`src/sv/mse_pkg.sv`:
```
// shared constants, codes and types of the multi stack engine
`default_nettype none
package mse_pkg;

	localparam int NUM_STACKS  = 16;
	localparam int STACK_DEPTH = 256;

	localparam int FUNC_W = 2;
	localparam int SID_W  = 4;
	localparam int DATA_W = 32;

	localparam int CNT_W     = $clog2(STACK_DEPTH + 1);
	localparam int PTR_W     = (STACK_DEPTH > 1) ? $clog2(STACK_DEPTH) : 1;
	localparam int IDX_W     = (NUM_STACKS > 1) ? $clog2(NUM_STACKS) : 1;
	localparam int MEM_DEPTH = NUM_STACKS * STACK_DEPTH;
	localparam int ADDR_W    = (MEM_DEPTH > 1) ? $clog2(MEM_DEPTH) : 1;

	typedef enum logic [FUNC_W-1:0] {
		FUNC_PUSH = 2'd0,
		FUNC_TOP  = 2'd1,
		FUNC_POP  = 2'd2
	} func_t;

	// one access of the shared word memory
	typedef struct packed {
		logic              we;
		logic              re;
		logic [ADDR_W-1:0] addr;
		logic [DATA_W-1:0] wdata;
	} mem_req_t;

	// result marker, aligned with the registered memory read data
	typedef struct packed {
		logic strobe;
		logic status;
	} res_t;

endpackage
`default_nettype wire

```
`src/sv/mse_ctrl.sv`:
```
// request decode, per-stack count file and memory address generation
`default_nettype none
module mse_ctrl (
	input  wire logic                        clk,
	input  wire logic                        arst_n,
	input  wire logic                        accept,
	input  wire logic [mse_pkg::FUNC_W-1:0]  func,
	input  wire logic [mse_pkg::SID_W-1:0]   stack_id,
	input  wire logic [mse_pkg::DATA_W-1:0]  push_value,
	output mse_pkg::mem_req_t                mem_req,
	output mse_pkg::res_t                    res
);

	logic [mse_pkg::CNT_W-1:0]  count_q [mse_pkg::NUM_STACKS];
	logic [mse_pkg::IDX_W-1:0]  idx;
	logic [mse_pkg::CNT_W-1:0]  cnt;
	logic [mse_pkg::PTR_W-1:0]  ptr;
	logic [mse_pkg::ADDR_W-1:0] base;
	logic                       sid_ok;
	logic                       full;
	logic                       empty;
	logic                       do_push;
	logic                       do_top;
	logic                       do_pop;
	logic                       do_drop;
	logic                       strobe_s1;
	logic                       status_s1;

	assign sid_ok = 32'(stack_id) < mse_pkg::NUM_STACKS;
	assign idx    = mse_pkg::IDX_W'(stack_id);
	assign cnt    = sid_ok ? count_q[idx] : '0;
	assign full   = cnt >= mse_pkg::CNT_W'(mse_pkg::STACK_DEPTH);
	assign empty  = cnt == '0;
	assign base   = mse_pkg::ADDR_W'(idx) * mse_pkg::ADDR_W'(mse_pkg::STACK_DEPTH);

	always_comb begin
		do_push = 1'b0;
		do_top  = 1'b0;
		do_pop  = 1'b0;
		do_drop = 1'b0;
		if (accept && sid_ok) begin
			unique case (func)
				mse_pkg::FUNC_PUSH: begin
					do_push = !full;
					do_drop = full;
				end
				mse_pkg::FUNC_TOP: begin
					do_top = !empty;
				end
				// pop, and the spare code which acts as pop
				default: begin
					do_pop = !empty;
				end
			endcase
		end
	end

	// push writes above the top, read top addresses the word below the count
	assign ptr = do_push ? mse_pkg::PTR_W'(cnt) : mse_pkg::PTR_W'(cnt - 1'b1);

	assign mem_req.we    = do_push;
	assign mem_req.re    = do_top;
	assign mem_req.addr  = base + mse_pkg::ADDR_W'(ptr);
	assign mem_req.wdata = push_value;

	always_ff @(posedge clk or negedge arst_n) begin
		if (!arst_n) begin
			for (int i = 0; i < mse_pkg::NUM_STACKS; i++) begin
				count_q[i] <= '0;
			end
			strobe_s1 <= 1'b0;
			status_s1 <= 1'b0;
		end else begin
			if (do_push) begin
				count_q[idx] <= cnt + 1'b1;
			end else if (do_pop) begin
				count_q[idx] <= cnt - 1'b1;
			end
			strobe_s1 <= do_top || do_drop;
			status_s1 <= do_drop;
		end
	end

	assign res.strobe = strobe_s1;
	assign res.status = status_s1;

endmodule
`default_nettype wire

```
`config.mk`:
```
export PLATFORM = sky130hd
export DESIGN_NAME = mse_ctrl
export DESIGN_NICKNAME = d
export VERILOG_FILES = /design/src/sv/mse_pkg.sv /design/src/sv/mse_ctrl.sv
export SDC_FILE = /design/constraint.sdc
export NUM_CORES = 1
export LEC_CHECK = 0
export BUFFER_PORTS_ARGS = -buffer_cell sky130_fd_sc_hd__buf_4
export CORE_ASPECT_RATIO = 1.75
export CORE_MARGIN = 1
export CORE_UTILIZATION = 46
export DETAILED_ROUTE_END_ITERATION = 10
export PLACE_DENSITY = 0.74
export REMOVE_ABC_BUFFERS = 1
export SYNTH_ARGS = -nofsm -noshare
export SYNTH_HDL_FRONTEND = slang
export SYNTH_SLANG_ARGS = --single-unit
```
`constraint.sdc`:
```
create_clock -name clk -period 15.9 [get_ports clk]
set_input_delay 3.18 -clock clk [delete_from_list [all_inputs] [get_ports clk]]
set_output_delay 3.18 -clock clk [all_outputs]
set_load 0.01 [all_outputs]
```
==> key figures, run 1 <==
Cells and area
  – Nets: 542
  – Reg area: 3650 µm²
  – Share of layout cells above drive strength 1: 0.501
  – Fill cells: 1,317
  – Number of diodes: 0
  – P&R area growth vs syn: 7.18%
  – Fin cells: 700
  – Area of the multi-input gates: 3410 µm²

Die
  – # rows: 61
  – Starting Density: 0.473
  – Die height: 172 µm
  – Core Box Area: 16,000 µm²
  – Die area: 17,000 µm²
  – Horiz. Die Dim: 99.0 µm
  – Num ports: 89

GRT
  – Vias in the first global route: 4,608
  – Initial antenna violation count: 0
  – First-pass GRT wire length: 26,400 µm
  – Largest net degree at the start of global routing: 80
  – GRT Total Usage: 0.209
  – Overflow after GRT: 0

Detailed routing
  – Met3 WL: 945 µm
  – First DRT Iteration DRCs: 245
  – DR pass1 iterations: 4
  – Routed vias/inst: 6.06
  – Met2 WL: 8750 µm
  – WL met1: 6350 µm
  – Final ANT Viol Nets: 0
  – Remaining DRCs: 0
  – WL/cell: 23.5 µm
  – Top routing layer in use: met5
  – Final WL: 16,500 µm
  – Total number of vias: 4,241

Placed design
  – GP Congestion: 0.820
  – Place WS: 6.66 ns
  – Placed cells: 669
  – Post-DP HPWL: 11,300 µm
  – Port bufs: 24

Clock tree
  – # Post-CTS Setup Buffers: 0
  – Worst-skew pair later-pin latency: 0.41 ns
  – Root Buffer: clkbuf_16
  – CTS buffer count: 17
  – CTS tree: built
  – H-tree Lvls: 4
  – # resized after CTS: 0
  – Cts hold-fix bufs: 0
  – Clk slew on worst S/H paths: 0.06 ns
  – Clk sink count: 146
  – Clk buf depth: 2

Yosys
  – Post-synth cell types: 46
  – Top-area cell type share of the netlist area: 0.482
  – Area leader, netlist: dfrtp_1
  – Synthesized area per cell: 14.3 µm²
  – Top cells by area, synth: dfrtp_1, mux2_2, mux4_2
  – Register area share after synthesis: 0.482
  – Top post-synthesis cells by count: dfrtp_1, mux2_2, buf_4, mux4_2, buf_2
  – Synth Flop Type: dfrtp_1
  – Post-synth EDFFs: 0
  – Post-Syn Area: 7580 µm²
  – Cell count after synthesis: 531
  – Most frequent cell after synthesis: dfrtp_1
  – Number of synthesized register bits: 146
  – Asr flop ratio synth: 1.00
  – Ys Warns: 0

Timing
  – Fmax: 108 MHz
  – Worst Skew: 0.00842 ns
  – Worst slew pin tran: 1.30 ns
  – Final Hold Viols: 0
  – Tmin final: 9.22 ns
  – Fin Hold WS: 0.494 ns
  – Final setup fails: 0
  – Tcrit/Tclk final: 0.580
  – Rel. slew slack: 0.126
  – Setup TNS: 0 ns
  – Slew Viols, Final: 0
  – RSZ-0062 raised after global routing: false
  – Final setup margin: 6.68 ns

Setup path
  – Arr. time, crit path: 6.04 ns
  – CP Max Fanout: 34
  – Worst setup SP type: input port
  – Critical path required time: 12.72 ns
  – Crit end category: output pin
  – CP Class: input port to output pin

Status
  – Outcome: finished, final reports clean

Pwr
  – Leakage: 3.54 nW
  – Clk pwr share: 0.254
  – Switching Share: 0.321
  – Net switching power: 0.000508 W
  – Overall power: 0.00159 W
  – Register share of total power: 0.393
  – Combinational fraction of design power: 0.354
  – PwrDens: 195 nW/µm²
  – Int Power: 0.00108 W
  – Peak supply drop: 0.000102 V

Run
  – Max cap viols: 0

Min path
  – Hold Crit Class: flip-flop to flip-flop
## worst paths after layout
kind	cells after the start	endpoint	slack, ns	startpoint
worst max-delay path	9	mem_req[36]	6.68	stack_id[0]
worst min-delay path	1	count_q[58]	0.49	count_q[58]
worst max register to register	7	count_q[59]	12.16	count_q[39]
worst min register to register	1	count_q[58]	0.49	count_q[58]
max in group asynchronous	2	count_q[76]	11.75	arst_n
min in group asynchronous	1	count_q[65]	2.75	arst_n
## cells by family (layout without fill, tap and decap cells)
kind of cell               after synthesis  in the layout  synth area share
adders and majority gates                2              2           0.00330
muxes                                  183            183             0.328
DFF                                    146            146             0.482
AOI/OAI and AO/OA                       23             23            0.0307
and+or+nand+nor                         82             82            0.0647
xor gates and xnor gates                13             13            0.0225
buffers and inverters                   82             62            0.0687
## routing by layer
metal / vias up / track usage
li1: 1834 / -
met1: 2243 / 0.235
met2: 136 / 0.364
met3: 26 / 0.0670
met4: 2 / 0.0837
met5: - / 0.0246
## worst max-delay path: stages
cell,delay [ns]
buf_4,0.51
mux4_2,0.58
a22o_1,0.26
a221oi_2,0.33
ha_1,0.33
nand3_1,0.19
or2_2,0.36
xnor2_1,0.12
buf_4,0.15
## cells in the final DEF, fill, tap and decap left out, drive strengths merged, types with 2 or more instances in the layout
cell / netlist / final
dfrtp: 146 / 146
mux2: 144 / 144
mux4: 38 / 38
buf: 68 / 27
clkbuf: 10 / 19
nand4: 17 / 17
nor2: 15 / 15
nand2: 14 / 14
or2: 11 / 11
a22oi: 10 / 10
xnor2: 8 / 8
nor2b: 7 / 7
clkinvlp: 0 / 6
and2: 5 / 5
xor2: 5 / 5
nand3: 4 / 4
inv: 3 / 4
a221oi: 3 / 3
bufinv: 0 / 3
clkinv: 1 / 3
a22o: 2 / 2
and4: 2 / 2
and3: 2 / 2
o2bb2ai: 2 / 2
ha: 2 / 2
o21ai: 2 / 2
## layout make-up
| cell class | count | area share |
|---|---|---|
| Clock buffer | 19 | 0.0545 |
| Inverter | 4 | 0.00185 |
| Sequential cell | 146 | 0.450 |
| Timing Repair Buffer | 27 | 0.0254 |
| Tap cell | 189 | 0.0291 |
| Multi-Input combinational cell | 303 | 0.420 |
| Clock inverter | 12 | 0.0194 |
## stage by stage
stage                util  area [µm²]
floorplan               -        7070
global placement    0.469        7520
detailed placement  0.469        7520
CTS                 0.507        8120
global route        0.507        8120
finish              0.507        8120
## power by group through the flow
stage                     registers, W  clock network, W  logic, W
final                         0.000623          0.000402  0.000561
after global routing          0.000642          0.000423  0.000606
after floorplan               0.000596                 0  0.000413
after global placement        0.000613                 0  0.000539
after detailed placement      0.000629                 0  0.000562
after CTS                     0.000622          0.000409  0.000565
Power figures use the tool's default switching activity.
==> run 2: changes to the inputs <==
--- a/config.mk
+++ b/config.mk
@@ -5,12 +5,13 @@
 export SDC_FILE = /design/constraint.sdc
 export NUM_CORES = 1
 export LEC_CHECK = 0
+export ABC_AREA = 1
 export BUFFER_PORTS_ARGS = -buffer_cell sky130_fd_sc_hd__buf_4
 export CORE_ASPECT_RATIO = 1.75
 export CORE_MARGIN = 1
 export CORE_UTILIZATION = 46
 export DETAILED_ROUTE_END_ITERATION = 10
-export PLACE_DENSITY = 0.74
+export PLACE_DENSITY = 0.76
 export REMOVE_ABC_BUFFERS = 1
 export SYNTH_ARGS = -nofsm -noshare
 export SYNTH_HDL_FRONTEND = slang
==> constraint.sdc (replaced) <==
create_clock -name clk -period 7.4 [get_ports clk]
set_input_delay 1.48 -clock clk [delete_from_list [all_inputs] [get_ports clk]]
set_output_delay 1.48 -clock clk [all_outputs]
set_load 0.01 [all_outputs]
==> key figures, run 2 <==
Status
  – Outcome: finished, final reports clean

Yosys
  – Top post-synthesis cells by count: nand2_1, dfrtp_1, buf_4, inv_1, nor2_1
  – Post-Synth XOR/XNOR Area: 0.00416 (-0.0183)
  – Most frequent cell after synthesis: nand2_1
  – Post-synth cell types: 29 (-37%)
  – Synth Area in Simple Gates: 0.426 (+0.361)
  – Register area share after synthesis: 0.434 (-0.0480)
  – Adder-Cell Fraction of Synth Area: 0.00297 (-0.000329)
  – Post-Syn Area: 8420 µm² (+11%)
  – Top-area cell type share of the netlist area: 0.434 (-0.0480)
  – Asr flop ratio synth: 1.00 (unchanged)
  – Main combinational cell family by area after synthesis: simple AND/OR/NAND/NOR gates
  – Top cells by area, synth: dfrtp_1, nand2_1, buf_4
  – Post-synth EDFFs: 0 (unchanged)
  – Cell count after synthesis: 1,212 (+130%)
  – Synthesized area per cell: 6.95 µm² (-51%)
  – Area leader, netlist: dfrtp_1
  – Post-synthesis mux area share: 0 (-0.328)
  – Ys Warns: 0 (unchanged)
  – Compound-Gate Fraction of Synth Area: 0.0446 (+0.0139)
  – Number of synthesized register bits: 146 (unchanged)
  – Synth Flop Type: dfrtp_1

GRT
  – First-pass GRT wire length: 39,100 µm (+48%)
  – Overflow after GRT: 0 (unchanged)
  – GRT Total Usage: 0.272 (+0.0623)
  – Vias in the first global route: 7,321 (+59%)
  – Initial antenna violation count: 0 (unchanged)
  – Largest net degree at the start of global routing: 80 (unchanged)

Cells and area
  – Commonest non-fill, non-tap cells in the layout: nand2_1, dfrtp_1, inv_1
  – Number of diodes: 0 (unchanged)
  – Nets: 1,228 (+130%)
  – Commonest non-fill, non-tap cell in the layout: nand2_1
  – Share of layout cells above drive strength 1: 0.0927 (-0.408)
  – Fin area: 8940 µm² (+10%)
  – P&R area growth vs syn: 6.21%

Die
  – Core Box Area: 18,000 µm² (+12%)
  – Die area: 18,900 µm² (+11%)
  – Die height: 181 µm (+5.3%)
  – Horiz. Die Dim: 104 µm (+5.3%)
  – Num ports: 89 (unchanged)
  – # rows: 65 (+6.6%)
  – Starting Density: 0.468 (-0.00455)

Setup path
  – Worst-path cell chain: buf_4 -> inv_4 -> nand2_1 -> nand2_1 -> nand2_1 -> nand3_1 -> nand2_1 -> nand2_1 -> nor2_4 -> ha_1 -> nand2_1 -> nor2_4 -> xor2_1 -> nand2_1 -> o21ai_0 -> buf_4
  – Most frequent CP cell: nand2_1
  – Worst setup SP type: input port
  – Arr. time, crit path: 4.59 ns (-1.45 ns)
  – CP Max Fanout: 64 (+88%)
  – Critical path required time: 5.92 ns (-6.80 ns)
  – CP Class: input port to output pin
  – Crit path largest cell delay: 0.56 ns (-0.02 ns)
  – Crit end category: output pin
  – Register-to-register path setup slack: 4.18 ns (-7.98 ns)
  – Slowest CP cell: buf_4

Placed design
  – Post-DP HPWL: 16,600 µm (+47%)
  – GP Congestion: 0.912 (+11%)
  – Place WS: 1.43 ns (-5.23 ns)
  – DP Area: 8360 µm² (+11%)
  – Port bufs: 24 (unchanged)

Pwr
  – Clk pwr share: 0.235 (-0.019)
  – Int Power: 0.00205 W (+90%)
  – PwrDens: 400 nW/µm² (+110%)
  – Net switching power: 0.00153 W (+200%)
  – Register share of total power: 0.386 (-0.007)
  – Combinational fraction of design power: 0.379 (+0.025)
  – Switching Share: 0.428 (+0.108)
  – Peak supply drop: 0.000277 V (+170%)
  – Leakage: 5.05 nW (+43%)

Detailed routing
  – First DRT Iteration DRCs: 564 (+130%)
  – Final WL: 24,400 µm (+48%)
  – DR pass1 iterations: 7 (+3)
  – Total number of vias: 7,369 (+74%)
  – Remaining DRCs: 0 (unchanged)
  – WL/cell: 17.0 µm (-28%)
  – Final ANT Viol Nets: 0 (unchanged)
  – Routed vias/inst: 5.15 (-15%)

Run
  – Max cap viols: 0 (unchanged)

Clock tree
  – # resized after CTS: 0 (unchanged)
  – H-tree Lvls: 4 (unchanged)
  – Clk sink count: 146 (unchanged)
  – Worst-skew pair later-pin latency: 0.44 ns (+0.03 ns)
  – Root Buffer: clkbuf_16
  – CTS buffer count: 17 (unchanged)
  – CTS tree: built
  – Clk slew on worst S/H paths: 0.06 ns (about the same)
  – Clk buf depth: 2 (unchanged)
  – Cts hold-fix bufs: 0 (unchanged)
  – # Post-CTS Setup Buffers: 0 (unchanged)

Timing
  – Tmin final: 6.07 ns
  – Final setup fails: 0 (unchanged)
  – RSZ-0062 raised after global routing: false
  – Final setup margin: 1.33 ns (-5.35 ns)
  – Tcrit/Tclk final: 0.820
  – Worst slew pin tran: 1.01 ns (-0.295 ns)
  – Worst Skew: 0.00996 ns (+0.00155 ns)
  – Final Hold Viols: 0 (unchanged)
  – Slew Viols, Final: 0 (unchanged)
  – Fmax: 165 MHz
  – Fin Hold WS: 0.480 ns (-0.0135 ns)
  – Rel. slew slack: 0.328 (+0.203)
  – Setup TNS: 0 ns (unchanged)

Min path
  – Hold Crit Class: flip-flop to flip-flop
[run 2: changes by cell type in the layout (fill, tap and decap cells not counted), sizes merged, moves of 8 or more]
| cell | previous run | this run |
|---|---|---|
| or2 | 11 | 0 |
| nand4 | 17 | 4 |
| inv | 4 | 51 |
| mux2 | 144 | 0 |
| nor2 | 15 | 45 |
| nand2 | 14 | 839 |
| a21oi | 0 | 17 |
| o21ai | 2 | 13 |
| mux4 | 38 | 0 |
| nand3 | 4 | 12 |
| xnor2 | 8 | 0 |
[run 2: worst max-delay path: cells and delay by family]
kind	cells	cell delay [ns]
AOI/OAI and AO/OA	1	0.10
xor gates and xnor gates	1	0.15
adders and majority gates	1	0.27
buffers and inverters	3	1.14
and+or+nand+nor	10	1.36
[run 2: power by group through the flow]
stage               logic, W  registers, W  clock network, W
floorplan           0.000888       0.00131                 0
global placement     0.00131       0.00138                 0
detailed placement   0.00134       0.00138                 0
CTS                  0.00135       0.00138          0.000847
global route         0.00151       0.00142          0.000881
finish               0.00136       0.00138          0.000843
[run 2: kinds of logic (layout without fill, tap and decap cells)]
logic type	after synthesis	count (layout)
xor gates and xnor gates	4	4
AOI/OAI and AO/OA	38	38
adders and majority gates	2	2
buffers and inverters	122	108
DFF	146	146
and+or+nand+nor	900	900
[run 2: final timing paths]
check | start | cells past startpoint | to
hold reg to reg | count_q[67] | 2 | count_q[67]
setup reg to reg | flip-flop | 16 | count_q[107]
max in group asynchronous | arst_n | 2 | count_q[7]
hold / removal | count_q[67] | 2 | count_q[67]
min in group asynchronous | arst_n | 1 | count_q[85]
setup / recovery | stack_id[0] | 16 | mem_req[36]
[run 2: stage by stage]
step | utilization | std cells | total power, W
6_report | 0.497 | 1432 | 0.00358
5_1_grt | 0.497 | 1432 | 0.00381
4_1_cts | 0.497 | 1432 | 0.00357
3_5_place_dp | 0.465 | 1400 | 0.00272
3_3_place_gp | 0.465 | 1400 | 0.00269
2_1_floorplan | - | 1138 | 0.00220
[run 2: metal layers]
layer | part of all wire | vias up | track usage
met3 | 0.060 | 78 | 0.0559
met5 | 0 | - | 0.0265
met2 | 0.49 | 274 | 0.452
met4 | 0.064 | 0 | 0.187
li1 | - | 3561 | -
met1 | 0.39 | 3456 | 0.309
[run 2: cell type report]
| class | instances | area (µm²) |
|---|---|---|
| sequential | 146 | 3650 |
| timing repair buffer | 28 | 214 |
| clock buffer | 17 | 425 |
| inverter | 48 | 183 |
| clock inverter | 15 | 151 |
| tap | 234 | 293 |
| multi-input combinational | 944 | 4020 |
| fill | 1782 | 9030 |
==> run 3: changes to the inputs <==
--- a/config.mk
+++ b/config.mk
@@ -11,7 +11,7 @@
 export CORE_MARGIN = 1
 export CORE_UTILIZATION = 46
 export DETAILED_ROUTE_END_ITERATION = 10
-export PLACE_DENSITY = 0.76
+export PLACE_DENSITY = 0.74
 export REMOVE_ABC_BUFFERS = 1
 export SYNTH_ARGS = -nofsm -noshare
 export SYNTH_HDL_FRONTEND = slang
==> constraint.sdc (replaced) <==
create_clock -name clk -period 5.8 [get_ports clk]
set_input_delay 1.16 -clock clk [delete_from_list [all_inputs] [get_ports clk]]
set_output_delay 1.16 -clock clk [all_outputs]
set_load 0.01 [all_outputs]
==> key figures, run 3 (synthesized netlist as in run 2, its figures left out) <==
Placed design
  – Post-DP HPWL: 16,700 µm (+0.93%)
  – Placed cells: 1,405 (+0.36%)
  – Port bufs: 24 (unchanged)
  – GP Congestion: 0.926 (+1.6%)

Clock tree
  – CTS buffer count: 17 (unchanged)
  – CTS tree: built
  – Clk buf depth: 2 (unchanged)
  – Root Buffer: clkbuf_16
  – Clk slew on worst S/H paths: 0.06 ns (about the same)
  – H-tree Lvls: 4 (unchanged)
  – # resized after CTS: 0 (unchanged)
  – Cts hold-fix bufs: 0 (unchanged)
  – # Post-CTS Setup Buffers: 0 (unchanged)
  – Worst-skew pair later-pin latency: 0.43 ns (about the same)
  – Clk sink count: 146 (unchanged)

Pwr
  – PwrDens: 507 nW/µm² (+27%)
  – Leakage: 5.06 nW (+0.13%)
  – Peak supply drop: 0.000355 V (+28%)

Detailed routing
  – WL met1: 9260 µm (-2.2%)
  – Routed vias/inst: 5.25 (+2.0%)
  – Final ANT Viol Nets: 0 (unchanged)
  – Total number of vias: 7,546 (+2.4%)
  – Met3 WL: 1790 µm (+23%)
  – Top routing layer in use: met4
  – First DRT Iteration DRCs: 473 (-16%)
  – Met2 WL: 12,000 µm (+0.78%)
  – Remaining DRCs: 0 (unchanged)
  – Final WL: 24,500 µm (+0.64%)
  – WL/cell: 17.1 µm (+0.29%)
  – DR pass1 iterations: 5 (-2)

Setup path
  – Critical path required time: 4.64 ns (-1.28 ns)
  – Worst-path cell chain: buf_4 -> inv_2 -> nor2_2 -> nand2_1 -> nand3_1 -> nand2_1 -> nand2_1 -> nor2_4 -> ha_1 -> nand2_1 -> nor2_4 -> xor2_1 -> nand2_1 -> o21ai_0 -> buf_4
  – CP Buf/Inv Count: 3 (unchanged)
  – CP Class: input port to output pin
  – Crit path largest cell delay: 0.46 ns (-0.10 ns)
  – Worst setup SP type: input port
  – CP Max Fanout: 28 (-56%)
  – Slowest CP cell: nor2_4
  – Crit-path leading delay family: simple AND/OR/NAND/NOR gates
  – Most frequent CP cell: nand2_1
  – Arr. time, crit path: 3.88 ns (-0.71 ns)
  – Crit end category: output pin

Cells and area
  – Number of diodes: 0 (unchanged)
  – Commonest non-fill, non-tap cells in the layout: nand2_1, dfrtp_1, inv_1
  – P&R area growth vs syn: 6.32% (about the same)
  – Commonest non-fill, non-tap cell in the layout: nand2_1
  – Share of layout cells above drive strength 1: 0.0964 (+0.00377)
  – Nets: 1,233 (+0.41%)
  – Fill cells: 1,784 (+0.11%)
  – Fin cells: 1,437 (+0.35%)

Timing
  – Setup TNS: 0 ns (unchanged)
  – Final Hold Viols: 0 (unchanged)
  – Tcrit/Tclk final: 0.869
  – RSZ-0062 raised after global routing: false
  – Rel. slew slack: 0.351 (+0.0230)
  – Fmax: 198 MHz
  – Worst slew pin tran: 0.973 ns (-0.0345 ns)
  – Slew Viols, Final: 0 (unchanged)
  – Fin Hold WS: 0.478 ns (-0.00218 ns)
  – Final setup fails: 0 (unchanged)
  – Worst Skew: 0.0113 ns (+0.00131 ns)
  – Tmin final: 5.04 ns

Die
  – # rows: 65 (unchanged)
  – Die area: 18,900 µm² (unchanged)
  – Horiz. Die Dim: 104 µm (unchanged)
  – Starting Density: 0.468 (unchanged)
  – Core Box Area: 18,000 µm² (unchanged)
  – Die height: 181 µm (unchanged)
  – Num ports: 89 (unchanged)

Status
  – Outcome: finished, final reports clean

GRT
  – Initial antenna violation count: 0 (unchanged)
  – Vias in the first global route: 7,230 (-1.2%)
  – Overflow after GRT: 0 (unchanged)
  – First-pass GRT wire length: 39,000 µm (-0.28%)
  – Largest net degree at the start of global routing: 105 (+31%)
  – GRT Total Usage: 0.271 (-0.000655)

Min path
  – Hold Crit Class: flip-flop to flip-flop

Run
  – Max cap viols: 0 (unchanged)
-- run 3: cell count changes in the layout (fill, tap and decap cells not counted), sizes merged --
| cell | before | now |
|---|---|---|
| buf | 28 | 33 |
| clkinvlp | 5 | 7 |
| inv | 51 | 49 |
| bufinv | 1 | 0 |
| clkbuf | 17 | 18 |
-- run 3: per-layer routing --
metal | up-vias | track usage
li1 | 3577 | -
met1 | 3581 | 0.310
met2 | 314 | 0.445
met3 | 74 | 0.0693
met4 | 0 | 0.174
met5 | - | 0.0238
-- run 3: final timing paths --
kind,startpoint,endpoint,slack (ns),cells after the start
hold reg to reg,count_q[42],count_q[42],0.48,2
setup / recovery,stack_id[1],mem_req[36],0.76,15
hold / removal,count_q[42],count_q[42],0.48,2
min in group asynchronous,arst_n,asynchronous set/reset pin,0.84,1
max in group asynchronous,arst_n,count_q[119],3.80,2
setup reg to reg,flip-flop,count_q[100],2.61,16
-- run 3: per-stage QoR --
| stage | setup WS, ns | area (µm²) | util | power (W) |
|---|---|---|---|---|
| 6_report | 0.759 | 8950 | 0.498 | 0.00453 |
| 5_1_grt | 0.524 | 8950 | 0.498 | 0.00483 |
| 4_1_cts | 0.799 | 8950 | 0.498 | 0.00451 |
| 3_5_place_dp | 0.815 | 8400 | 0.467 | 0.00348 |
| 3_3_place_gp | 0.863 | 8400 | 0.467 | 0.00345 |
| 2_1_floorplan | 1.40 | 7860 | - | 0.00281 |
-- run 3: worst register-to-register path, cell delays in order, from the launching register on --
cell and delay (ns):
dfrtp_1 0.41, nand2_1 0.08, nand2_1 0.05, nand2_1 0.05, nand3_1 0.07, nand2_1 0.09
nand2_1 0.10, nor2_4 0.46, ha_1 0.27, nand2_1 0.10, nor2_4 0.16, nand3_4 0.13
nand2_8 0.26, nand2_4 0.33, nand2_1 0.38, nand2_1 0.09, nand2_1 0.09
-- run 3: power by group --
part           switching [W]  leakage (nW)  internal, W  total (W)
logic                0.00121          2.91     0.000531    0.00175
clock network       0.000457         0.249     0.000562    0.00102
registers           0.000287          1.89      0.00148    0.00177
-- run 3: cell type report --
class	instances	area (µm²)	area share
flip-flops and latches	146	3650	0.408
clock buffers	18	439	0.0491
multi-input cells	944	4020	0.449
inverters	48	183	0.0204
well taps	234	293	0.0327
clock inverters	14	109	0.0122
repair buffers	33	251	0.0281
